$ cat src/sv/abip_pkg.sv
// Shared types and constants of the auto-base integer parser.
// Used by abip_front, abip_back and the top level; depends on nothing.
package abip_pkg;

  // Character codes the classifier looks for.
  localparam logic [7:0] CH_ZERO  = 8'h30;
  localparam logic [7:0] CH_NINE  = 8'h39;
  localparam logic [7:0] CH_UP_A  = 8'h41;
  localparam logic [7:0] CH_UP_Z  = 8'h5A;
  localparam logic [7:0] CH_LO_A  = 8'h61;
  localparam logic [7:0] CH_LO_Z  = 8'h7A;
  localparam logic [7:0] CH_UP_X  = 8'h58;
  localparam logic [7:0] CH_LO_X  = 8'h78;
  localparam logic [7:0] CH_MINUS = 8'h2D;
  localparam logic [7:0] CH_PLUS  = 8'h2B;
  localparam logic [7:0] CH_SPACE = 8'h20;
  localparam logic [7:0] CH_TAB   = 8'h09;
  localparam logic [7:0] CH_CR    = 8'h0D;

  // Digit value of a byte that is no digit at all.
  localparam logic [5:0] DIGIT_NONE = 6'h3F;
  localparam logic [5:0] DIGIT_TEN  = 6'd10;

  // Number bases.
  localparam logic [4:0] BASE_OCT = 5'd8;
  localparam logic [4:0] BASE_DEC = 5'd10;
  localparam logic [4:0] BASE_HEX = 5'd16;

  // Queue sizes; both depths are powers of two so the pointers wrap freely.
  localparam int IQ_DEPTH = 4;
  localparam int IQ_PTR_W = $clog2(IQ_DEPTH);
  localparam int IQ_CNT_W = $clog2(IQ_DEPTH + 1);
  localparam int OQ_DEPTH = 4;
  localparam int OQ_PTR_W = $clog2(OQ_DEPTH);
  localparam int OQ_CNT_W = $clog2(OQ_DEPTH + 1);

  // A classified input byte.
  typedef struct packed {
    logic [5:0] digit;
    logic       is_space;
    logic       is_sign;
    logic       is_minus;
    logic       is_zero;
    logic       is_x;
  } cls_t;

  // Head of the queue between front and back.
  typedef struct packed {
    logic valid;
    cls_t cls;
  } cls_head_t;

  // One result item.
  typedef struct packed {
    logic [63:0] value;
    logic        wrapped;
    logic [4:0]  used_base;
    logic        last_of_run;
  } result_t;

  // Status of the result queue.
  typedef struct packed {
    logic                empty;
    logic [OQ_CNT_W-1:0] count;
  } oq_status_t;

endpackage

$ cat src/sv/ascii_integer_auto_base_parser.sv
// Top level of the auto-base ASCII integer parser.
// Instantiates abip_front and abip_back; depends on abip_pkg.
//
//   channel  handshake          payload
//   input    push / full        in_char_byte[7:0]
//   result   empty / pop        out_value[63:0] signed, out_wrapped,
//                               out_used_base[4:0], out_last_of_run
//
// A byte is written into the four-entry input queue at the edge that accepts
// it and, when the result queue has room, is taken by the back end, which
// writes any results that it causes into the result queue. A byte can cause
// two results and the back end takes a byte only while the four-entry result
// queue has room for two, so such bytes slow the input even when the consumer
// pops every cycle. Reset is synchronous and clears all but the queue storage.
module ascii_integer_auto_base_parser (
  input  logic               clk,
  input  logic               rst_n,
  input  logic               push,
  input  logic [7:0]         in_char_byte,
  output logic               full,
  output logic               empty,
  input  logic               pop,
  output logic signed [63:0] out_value,
  output logic               out_wrapped,
  output logic [4:0]         out_used_base,
  output logic               out_last_of_run
);
  import abip_pkg::*;

  cls_head_t  head;
  logic       take;
  result_t    res_head;
  oq_status_t status;

  // The front classifies bytes (digit value, white space, sign, prefix x)
  // so that the back end sees only a few flags and a digit value.
  abip_front u_front (
    .clk          (clk),
    .rst_n        (rst_n),
    .push         (push),
    .in_char_byte (in_char_byte),
    .full         (full),
    .head         (head),
    .take         (take)
  );

  // The back end runs the number state machine and holds finished results.
  abip_back u_back (
    .clk      (clk),
    .rst_n    (rst_n),
    .head     (head),
    .take     (take),
    .res_head (res_head),
    .status   (status),
    .pop      (pop)
  );

  assign empty           = status.empty;
  assign out_value       = signed'(res_head.value);
  assign out_wrapped     = res_head.wrapped;
  assign out_used_base   = res_head.used_base;
  assign out_last_of_run = res_head.last_of_run;

  // The back end never takes a byte that the input queue does not hold.
  a_take_valid: assert property (@(posedge clk) disable iff (!rst_n)
    take |-> head.valid)
    else $error("back end took a byte from an empty input queue");

  // The result queue never holds more than its depth.
  a_oq_bound: assert property (@(posedge clk) disable iff (!rst_n)
    status.count <= OQ_CNT_W'(OQ_DEPTH))
    else $error("result queue overflow");

  // Results leave only by a pop.
  a_oq_no_loss: assert property (@(posedge clk) disable iff (!rst_n)
    !(pop && !empty) |=> status.count >= $past(status.count))
    else $error("result lost without a pop");

  // After reset no result is offered.
  a_reset_empty: assert property (@(posedge clk)
    !rst_n |=> empty)
    else $error("result queue not empty after reset");

endmodule

$ cat src/sv/abip_front.sv
// Front end of the parser: classifies each byte and queues it for the back end.
// Depends on abip_pkg.
module abip_front (
  input  logic              clk,
  input  logic              rst_n,
  input  logic              push,
  input  logic [7:0]        in_char_byte,
  output logic              full,
  output abip_pkg::cls_head_t head,
  input  logic              take
);
  import abip_pkg::*;

  cls_t                cls;
  cls_t                mem [IQ_DEPTH];
  logic [IQ_PTR_W-1:0] wr_ptr_r, wr_ptr_nxt;
  logic [IQ_PTR_W-1:0] rd_ptr_r, rd_ptr_nxt;
  logic [IQ_CNT_W-1:0] count_r, count_nxt;
  logic                push_acc;
  logic                pop_acc;

  always_comb begin
    cls = '0;
    if (in_char_byte inside {[CH_ZERO:CH_NINE]}) begin
      cls.digit = 6'(in_char_byte - CH_ZERO);
    end else if (in_char_byte inside {[CH_UP_A:CH_UP_Z]}) begin
      cls.digit = 6'(in_char_byte - CH_UP_A) + DIGIT_TEN;
    end else if (in_char_byte inside {[CH_LO_A:CH_LO_Z]}) begin
      cls.digit = 6'(in_char_byte - CH_LO_A) + DIGIT_TEN;
    end else begin
      cls.digit = DIGIT_NONE;
    end
    cls.is_space = (in_char_byte == CH_SPACE) || (in_char_byte inside {[CH_TAB:CH_CR]});
    cls.is_sign  = (in_char_byte == CH_MINUS) || (in_char_byte == CH_PLUS);
    cls.is_minus = (in_char_byte == CH_MINUS);
    cls.is_zero  = (in_char_byte == CH_ZERO);
    cls.is_x     = (in_char_byte == CH_LO_X) || (in_char_byte == CH_UP_X);
  end

  assign full     = (count_r == IQ_CNT_W'(IQ_DEPTH));
  assign push_acc = push && !full;
  assign pop_acc  = take && (count_r != '0);

  assign head.valid = (count_r != '0);
  assign head.cls   = mem[rd_ptr_r];

  always_comb begin
    wr_ptr_nxt = wr_ptr_r + IQ_PTR_W'(push_acc);
    rd_ptr_nxt = rd_ptr_r + IQ_PTR_W'(pop_acc);
    count_nxt  = count_r + IQ_CNT_W'(push_acc) - IQ_CNT_W'(pop_acc);
  end

  always_ff @(posedge clk) begin
    if (!rst_n) begin
      wr_ptr_r <= '0;
      rd_ptr_r <= '0;
      count_r  <= '0;
    end else begin
      wr_ptr_r <= wr_ptr_nxt;
      rd_ptr_r <= rd_ptr_nxt;
      count_r  <= count_nxt;
    end
  end

  always_ff @(posedge clk) begin
    if (push_acc) begin
      mem[wr_ptr_r] <= cls;
    end
  end

endmodule

$ cat src/sv/abip_back.sv
// Back end of the parser: number state machine, accumulator and result queue.
// Depends on abip_pkg; fed by abip_front.
module abip_back (
  input  logic                 clk,
  input  logic                 rst_n,
  input  abip_pkg::cls_head_t  head,
  output logic                 take,
  output abip_pkg::result_t    res_head,
  output abip_pkg::oq_status_t status,
  input  logic                 pop
);
  import abip_pkg::*;

  localparam logic [2:0] PH_IDLE   = 3'd0;
  localparam logic [2:0] PH_SIGNED = 3'd1;
  localparam logic [2:0] PH_ZEROS  = 3'd2;
  localparam logic [2:0] PH_DIGITS = 3'd3;

  logic [2:0]  phase_r, phase_nxt;
  logic [63:0] acc_r, acc_nxt;
  logic        neg_r, neg_nxt;
  logic [4:0]  base_r, base_nxt;

  result_t             mem [OQ_DEPTH];
  logic [OQ_PTR_W-1:0] wr_ptr_r, wr_ptr_nxt;
  logic [OQ_PTR_W-1:0] rd_ptr_r, rd_ptr_nxt;
  logic [OQ_CNT_W-1:0] count_r, count_nxt;
  logic                pop_acc;

  cls_t        c;
  logic [63:0] scaled;
  logic [63:0] sum;
  logic        wrap;
  logic        fin;
  logic [63:0] fin_val;
  logic        fin_wr;
  logic        rej;
  logic        do_idle;
  logic        do_start;
  result_t     r_fin;
  result_t     r_rej;
  logic [1:0]  nres;

  assign c = head.cls;

  // Multiply by the base as shifts; decimal is 8x + 2x.
  always_comb begin
    case (base_r)
      BASE_OCT: scaled = {acc_r[60:0], 3'b000};
      BASE_HEX: scaled = {acc_r[59:0], 4'b0000};
      default:  scaled = {acc_r[60:0], 3'b000} + {acc_r[62:0], 1'b0};
    endcase
    sum  = scaled + {58'd0, c.digit};
    wrap = (sum < acc_r);
  end

  always_comb begin
    phase_nxt = phase_r;
    acc_nxt   = acc_r;
    neg_nxt   = neg_r;
    base_nxt  = base_r;
    fin       = 1'b0;
    fin_val   = '0;
    fin_wr    = 1'b0;
    rej       = 1'b0;
    do_idle   = 1'b0;
    do_start  = 1'b0;

    case (phase_r)
      PH_SIGNED: begin
        do_start = 1'b1;
      end
      PH_ZEROS: begin
        if (c.is_zero) begin
          phase_nxt = PH_ZEROS;
        end else if (c.is_x) begin
          base_nxt  = BASE_HEX;
          acc_nxt   = '0;
          phase_nxt = PH_DIGITS;
        end else if (c.digit < 6'd8) begin
          acc_nxt   = {58'd0, c.digit};
          phase_nxt = PH_DIGITS;
        end else begin
          fin     = 1'b1;
          do_idle = 1'b1;
        end
      end
      PH_DIGITS: begin
        if (c.digit < {1'b0, base_r}) begin
          if (wrap) begin
            fin     = 1'b1;
            fin_val = acc_r;
            fin_wr  = 1'b1;
            do_idle = 1'b1;
          end else begin
            acc_nxt = sum;
          end
        end else begin
          fin     = 1'b1;
          fin_val = acc_r;
          do_idle = 1'b1;
        end
      end
      default: begin
        do_idle = 1'b1;
      end
    endcase

    // The ending byte of a number is looked at again as if idle.
    if (do_idle) begin
      phase_nxt = PH_IDLE;
      acc_nxt   = '0;
      neg_nxt   = 1'b0;
      base_nxt  = BASE_DEC;
      if (c.is_space) begin
        phase_nxt = PH_IDLE;
      end else if (c.is_sign) begin
        neg_nxt   = c.is_minus;
        phase_nxt = PH_SIGNED;
      end else begin
        do_start = 1'b1;
      end
    end

    if (do_start) begin
      if (c.is_zero) begin
        base_nxt  = BASE_OCT;
        phase_nxt = PH_ZEROS;
      end else if (c.digit < DIGIT_TEN) begin
        base_nxt  = BASE_DEC;
        acc_nxt   = {58'd0, c.digit};
        phase_nxt = PH_DIGITS;
      end else begin
        rej       = 1'b1;
        phase_nxt = PH_IDLE;
        acc_nxt   = '0;
        neg_nxt   = 1'b0;
        base_nxt  = BASE_DEC;
      end
    end

    r_fin.value       = neg_r ? (64'd0 - fin_val) : fin_val;
    r_fin.wrapped     = fin_wr;
    r_fin.used_base   = base_r;
    r_fin.last_of_run = !rej;
    r_rej.value       = '0;
    r_rej.wrapped     = 1'b0;
    r_rej.used_base   = BASE_DEC;
    r_rej.last_of_run = 1'b1;
  end

  // A byte is taken only when the result queue has room for two results.
  assign take    = head.valid && (count_r <= OQ_CNT_W'(OQ_DEPTH - 2));
  assign pop_acc = pop && (count_r != '0);
  assign nres    = take ? (2'(fin) + 2'(rej)) : 2'd0;

  assign res_head     = mem[rd_ptr_r];
  assign status.empty = (count_r == '0);
  assign status.count = count_r;

  always_comb begin
    wr_ptr_nxt = wr_ptr_r + OQ_PTR_W'(nres);
    rd_ptr_nxt = rd_ptr_r + OQ_PTR_W'(pop_acc);
    count_nxt  = count_r + OQ_CNT_W'(nres) - OQ_CNT_W'(pop_acc);
  end

  always_ff @(posedge clk) begin
    if (!rst_n) begin
      phase_r  <= PH_IDLE;
      acc_r    <= '0;
      neg_r    <= 1'b0;
      base_r   <= BASE_DEC;
      wr_ptr_r <= '0;
      rd_ptr_r <= '0;
      count_r  <= '0;
    end else begin
      if (take) begin
        phase_r <= phase_nxt;
        acc_r   <= acc_nxt;
        neg_r   <= neg_nxt;
        base_r  <= base_nxt;
      end
      wr_ptr_r <= wr_ptr_nxt;
      rd_ptr_r <= rd_ptr_nxt;
      count_r  <= count_nxt;
    end
  end

  always_ff @(posedge clk) begin
    if (take) begin
      if (fin) begin
        mem[wr_ptr_r] <= r_fin;
        if (rej) begin
          mem[wr_ptr_r + OQ_PTR_W'(1)] <= r_rej;
        end
      end else if (rej) begin
        mem[wr_ptr_r] <= r_rej;
      end
    end
  end

endmodule
$ cat config.mk
export PLATFORM = sky130hd
export DESIGN_NAME = ascii_integer_auto_base_parser
export DESIGN_NICKNAME = d
export VERILOG_FILES = /design/src/sv/abip_pkg.sv /design/src/sv/ascii_integer_auto_base_parser.sv /design/src/sv/abip_front.sv /design/src/sv/abip_back.sv
export SDC_FILE = /design/constraint.sdc
export NUM_CORES = 1
export LEC_CHECK = 0
export BUFFER_PORTS_ARGS = -buffer_cell sky130_fd_sc_hd__buf_2
export CAP_MARGIN = 25
export CORE_MARGIN = 1
export CORE_UTILIZATION = 40
export DETAILED_ROUTE_END_ITERATION = 10
export GPL_ROUTABILITY_DRIVEN = 0
export PLACE_DENSITY = 0.6
export SYNTH_ARGS = -nofsm -noshare
export SYNTH_HDL_FRONTEND = slang
export SYNTH_SLANG_ARGS = --single-unit
export TNS_END_PERCENT = 1
$ cat constraint.sdc
create_clock -name clk -period 9.08 [get_ports clk]
set_input_delay 0.908 -clock clk [delete_from_list [all_inputs] [get_ports clk]]
set_output_delay 0.908 -clock clk [all_outputs]
set_load 0.02 [all_outputs]
; ---- Yosys cells after proc, flatten, opt, wreduce, memory -nomap -nowiden
; Memory sizes are Yosys's and may differ from the RTL's. A register that Yosys moved wholly into a read port is not among the register bits.
; Cells that the tools add are included.
; Widths: inputs -> output; s select.
[totals]
mem_bits_rw = 328
rom_bits = 0
mem_count = 2
latchBits = 0
regBits = 87
inputBits = 12
[classes]
n_reduce_logical = 21
multipliers = 0
div = 0
add_sub_neg = 18
eq_ne = 13
shifts = 0
n_lt_le_gt_ge = 13
n_mux = 72
bitwise = 1
[mem_list]
columns = name, words, word_bits, read_ports, rd_clocked_by_memory_dff, wr, line_no
row1 = u_back.mem, 4, 71, 1, 1, 2, abip_back.sv:24  ; result_t mem [OQ_DEPTH];
row2 = u_front.mem, 4, 11, 1, 1, 1, abip_front.sv:15  ; cls_t mem [IQ_DEPTH];
[ops]
columns = op, count
row1 = $mux 64, 12
row2 = $pmux 64 s2, 2
row3 = $mux 71, 1
row4 = $add 64x6->64, 1
row5 = $add 64x64->64, 1
row6 = $lt 64x64->1, 1
row7 = $sub 1x64->64 const A, 1
row8 = $mux 1, 33
row9 = $eq 8x6->1 const B, 4
row10 = $mux 5, 5
row11 = $mux 3, 8
row12 = $mux 6, 4
row13 = $eq 8x7->1 const B, 2
row14 = $ge 8x7->1 const B, 2
row15 = $le 8x7->1 const B, 2
row16 = $add 6x4->6 const B, 2
row17 = $lt 6x4->1 const B, 2
row18 = $reduce_bool 3->1, 4
row19 = $sub 6x6->6 const B, 2
row20 = $mux 2, 5
row21 = $ge 8x4->1 const B, 1
row22 = $ge 8x6->1 const B, 1
row23 = $le 8x4->1 const B, 1
row24 = $le 8x6->1 const B, 1
row25 = other kinds (26), 40

; ---- Longest topological paths before layout
[logic_depth]
ltp_word = 14
mapped_depth = 46
depth_no_buf = 36

; ---- Modules after synthesis
; A second synthesis with hierarchy kept.
[unflattened]
cells_unflattened = 3496
area_unflattened_um2 = 27676.5
[modules_own_cells]
columns = mod, n_inst, cells_per_inst, area_each_um2
row1 = abip_back, 1, 3330, 25244.2
row2 = abip_front, 1, 166, 2432.3

; ---- Worst setup path before layout
; Ideal clock, no wire load.
[synth_timing]
kind = reg2reg
from = reg u_back.base_r[4]
to = mem u_back.mem[0][67] in the netlist's numbering
t_arrival_ns = 9.429
synth_period_minus_slack_ns = 9.488
n_path_buf = 10
stages_incl_launch_ff = 44
slack_ns = -0.408
t_required_ns = 9.020
cell_sequence = dfxtp_1 > buf_6 > nor2b_1 > o21ai_1 > buf_2 > buf_1 > clkbuf_1 > buf_1 > clkbuf_1 > buf_2 > and2_1 > ha_1 > fa_1 > a21oi_1 > nor2_1 > nor2_1 > inv_1 > a21oi_1 > [8 not listed] > ha_1 > a21o_1 > a21o_1 > a21o_1 > a21o_1 > a21o_1 > a21oi_1 > o32a_1 > a41o_1 > nor2_1 > nor4_1 > ha_1 > nor3_1 > or4_1 > clkbuf_1 > nor3_1 > clkbuf_1 > a22o_1
[synth_rtl]
columns = item, line_no
row1 = from (decl), abip_back.sv:22  ; logic [4:0] base_r, base_nxt;
row2 = from (signal assigned), abip_back.sv:181  ; base_r <= base_nxt;
row3 = to (decl), abip_back.sv:24

==> run metrics <==
Num CTS Buffers 42; die height approximately 260 um; vias after detailed routing 25290; final hold violations 0; DIE AREA about 0.067 mm2; Final Setup Violations 0; drt first pass iters 7; Place WS -253 ps; max cap viols 0; crit-path max cell delay 600 ps; htree depth 2; Fill cells 6224; initial antenna violation count 1; Slew @ Worst Pin 1040 ps; FF+latch count, synth 404; clock-pin slew on the worst setup and hold paths 70 ps; Setup Crit Path Kind flip-flop to flip-flop; CTS tree done; core box area 0.0648 mm2; final antenna-violating net count 0; Clock Tree Buf Depth 3; DR iter-0 viols between 2000 and 3000; DR WL/cell 21.7 um; worst skew pair latency 570 ps; crit path launch type flip-flop; CP dominant cell by count a21o_1; Hold WS 452 ps; row count 93; Main synth FF type dfxtp_1; fin crit period approximately 8700 ps; first-pass GRT wire length 140 mm; clock sinks 404; Layout area overhead 13.3%; final wirelength 89.5 mm; DIE WIDTH 259 um; crit path max fanout 37; vias in the first global route 24704; Syn. warnings 0; Setup WS post-layout 368 ps; Pwr Density 206 mW/mm2; Pleak ~12 nW; fin. max-slew vios 0; Power Total 6.16 mW; detailed placement HPWL 65.1 mm; Clock Skews 21.0 ps; mapped cell area 0.0264 mm2; Starting Density 0.408; All-Layer GR Usage 0.260; Buf/Inv on CP 2; Final #Nets between 3000 and 4000; fraction of layout cells with a size suffix above 1 0.147; family with the most delay on the worst path simple AND/OR/NAND/NOR gates; Via density 6.13; Syn Area/Cell 8.32 um2; IO buf count 82; Distinct cells, synth 111; post-synthesis sequential area ratio 0.323; fin crit share 0.959; maximum vdd ir drop 0.204 mV; IO Pins 85; crit end category flip-flop; cells after synthesis 3176; grt total ovfl 0; number of synthesized flops with an enable pin 44; Remaining DRCs 0; status finished clean; largest net degree at the start of global routing 60; FMAX approximately 0.11 GHz; Async S/R FF share, synth 0; Hold WC Path Type flip-flop to flip-flop; Required @ worst endpoint approximately 9500 ps; crit path DAT 9180 ps; Rel. slew slack 0.304; Root Driver clkbuf_16; slowest CP cell or4_2
metal layers:
layer  wire (um)  global-route usage
met5           0                   0
met4        2390              0.0823
met3        5990              0.0356
met2       44100               0.455
met1       37000               0.330
synthesized netlist by cell type, drive strengths merged (24+ instances only):
cell    number  area share
a21oi      293       0.056
nor3        73       0.014
o211ai      31      0.0088
a22o       114       0.038
edfxtp      44       0.050
xor2        47       0.016
nor2b       47       0.011
o31ai       24      0.0072
nand2b      27      0.0064
nand4       55       0.013
a21o        55       0.016
o21a        25      0.0071
nor2       180       0.026
clkbuf     163       0.023
nand2      523       0.074
xnor2       89       0.029
a22oi       71       0.020
dfxtp      360        0.27
buf         49      0.0092
and2        31      0.0073
ha         152       0.072
o21ai      167       0.032
inv         96       0.014
nor4        24      0.0059
nand3       83       0.016
mux4        80       0.068
cell families after synthesis:
logic type                 Yosys count  synth area share
adders and majority gates          156            0.0750
AOI/OAI and AO/OA                  947             0.239
xor gates and xnor gates           136            0.0451
muxes                               85            0.0701
DFF                                404             0.323
and+or+nand+nor                   1138             0.202
buffers and inverters              309            0.0462
other                                1          0.000142
path summary, 6_finish.rpt:
kind	end	cells after the start	slack, ps	from
max	u_back.mem[0][29]	30	370	u_back.acc_r[4]
min	u_back.mem[2][22]	2	450	u_back.mem[2][22]
max reg2reg	u_back.mem[0][29]	30	370	u_back.acc_r[4]
min reg2reg	u_back.mem[2][22]	2	450	u_back.mem[2][22]
power breakdown:
part / internal, mW / switching [mW]
Clock: 1.03 / 0.765
Combinational: 0.821 / 1.53
Sequential: 1.89 / 0.124
registers in the layout, summed over array words and instances (netlist names):
name,cells
u_back.mem,276
u_back.acc_r,64
u_front.mem,44
u_back.base_r,3
u_back.count_r,3
u_front.count_r,3
u_back.phase_r,2
u_back.rd_ptr_r,2
u_back.wr_ptr_r,2
u_front.rd_ptr_r,2
u_front.wr_ptr_r,2
u_back.neg_r,1
metrics by stage:
stage	instance area (um2)	setup TNS, ps	cells	util
floorplan	26400	-618	3177	-
global placement	28300	-236	4042	0.436
detailed placement	28300	-21750	4044	0.437
CTS	29700	0	4120	0.459
global route	29900	-23.0	4126	0.462
finish	29900	0	4126	0.462
what timing repair did:
action	in CTS	in global routing
hold buffers	0	0
endpoints found under the setup margin	192	279
buffers inserted	0	4
pin swaps	0	8
cloned	0	0
gates resized for setup	2	37
layout make-up:
cell class / count / area, um2 / share of cell area
multi-input cells: 2464 / 17000 / 0.566
inverters: 97 / 364 / 0.0122
well taps: 855 / 1070 / 0.0357
flip-flops and latches: 404 / 8540 / 0.285
clock inverters: 14 / 171 / 0.00572
clock buffers: 62 / 1260 / 0.0420
diodes: 1 / 2.50 / 0.0000836
repair buffers: 229 / 1580 / 0.0528
worst reg2reg max path, delay by kind of cell, from the launching register on:
family | cells | cell delay [ps]
compound gates | 12 | 3010
xor+xnor | 1 | 160
fa+ha+maj | 3 | 970
buf+inv | 2 | 540
flops | 1 | 520
simple gates | 12 | 3400
cells in the final DEF, fill, tap and decap left out, drive strengths merged, types with 73 or more instances in the layout:
master    n
dfxtp   360
a22o    114
inv     100
xnor2    89
nand2   523
nor2    180
nor3     73
a21oi   293
nand3    83
mux4     80
buf     229
ha      152
o21ai   167
No activity file was read; power rests on OpenSTA's default activity.
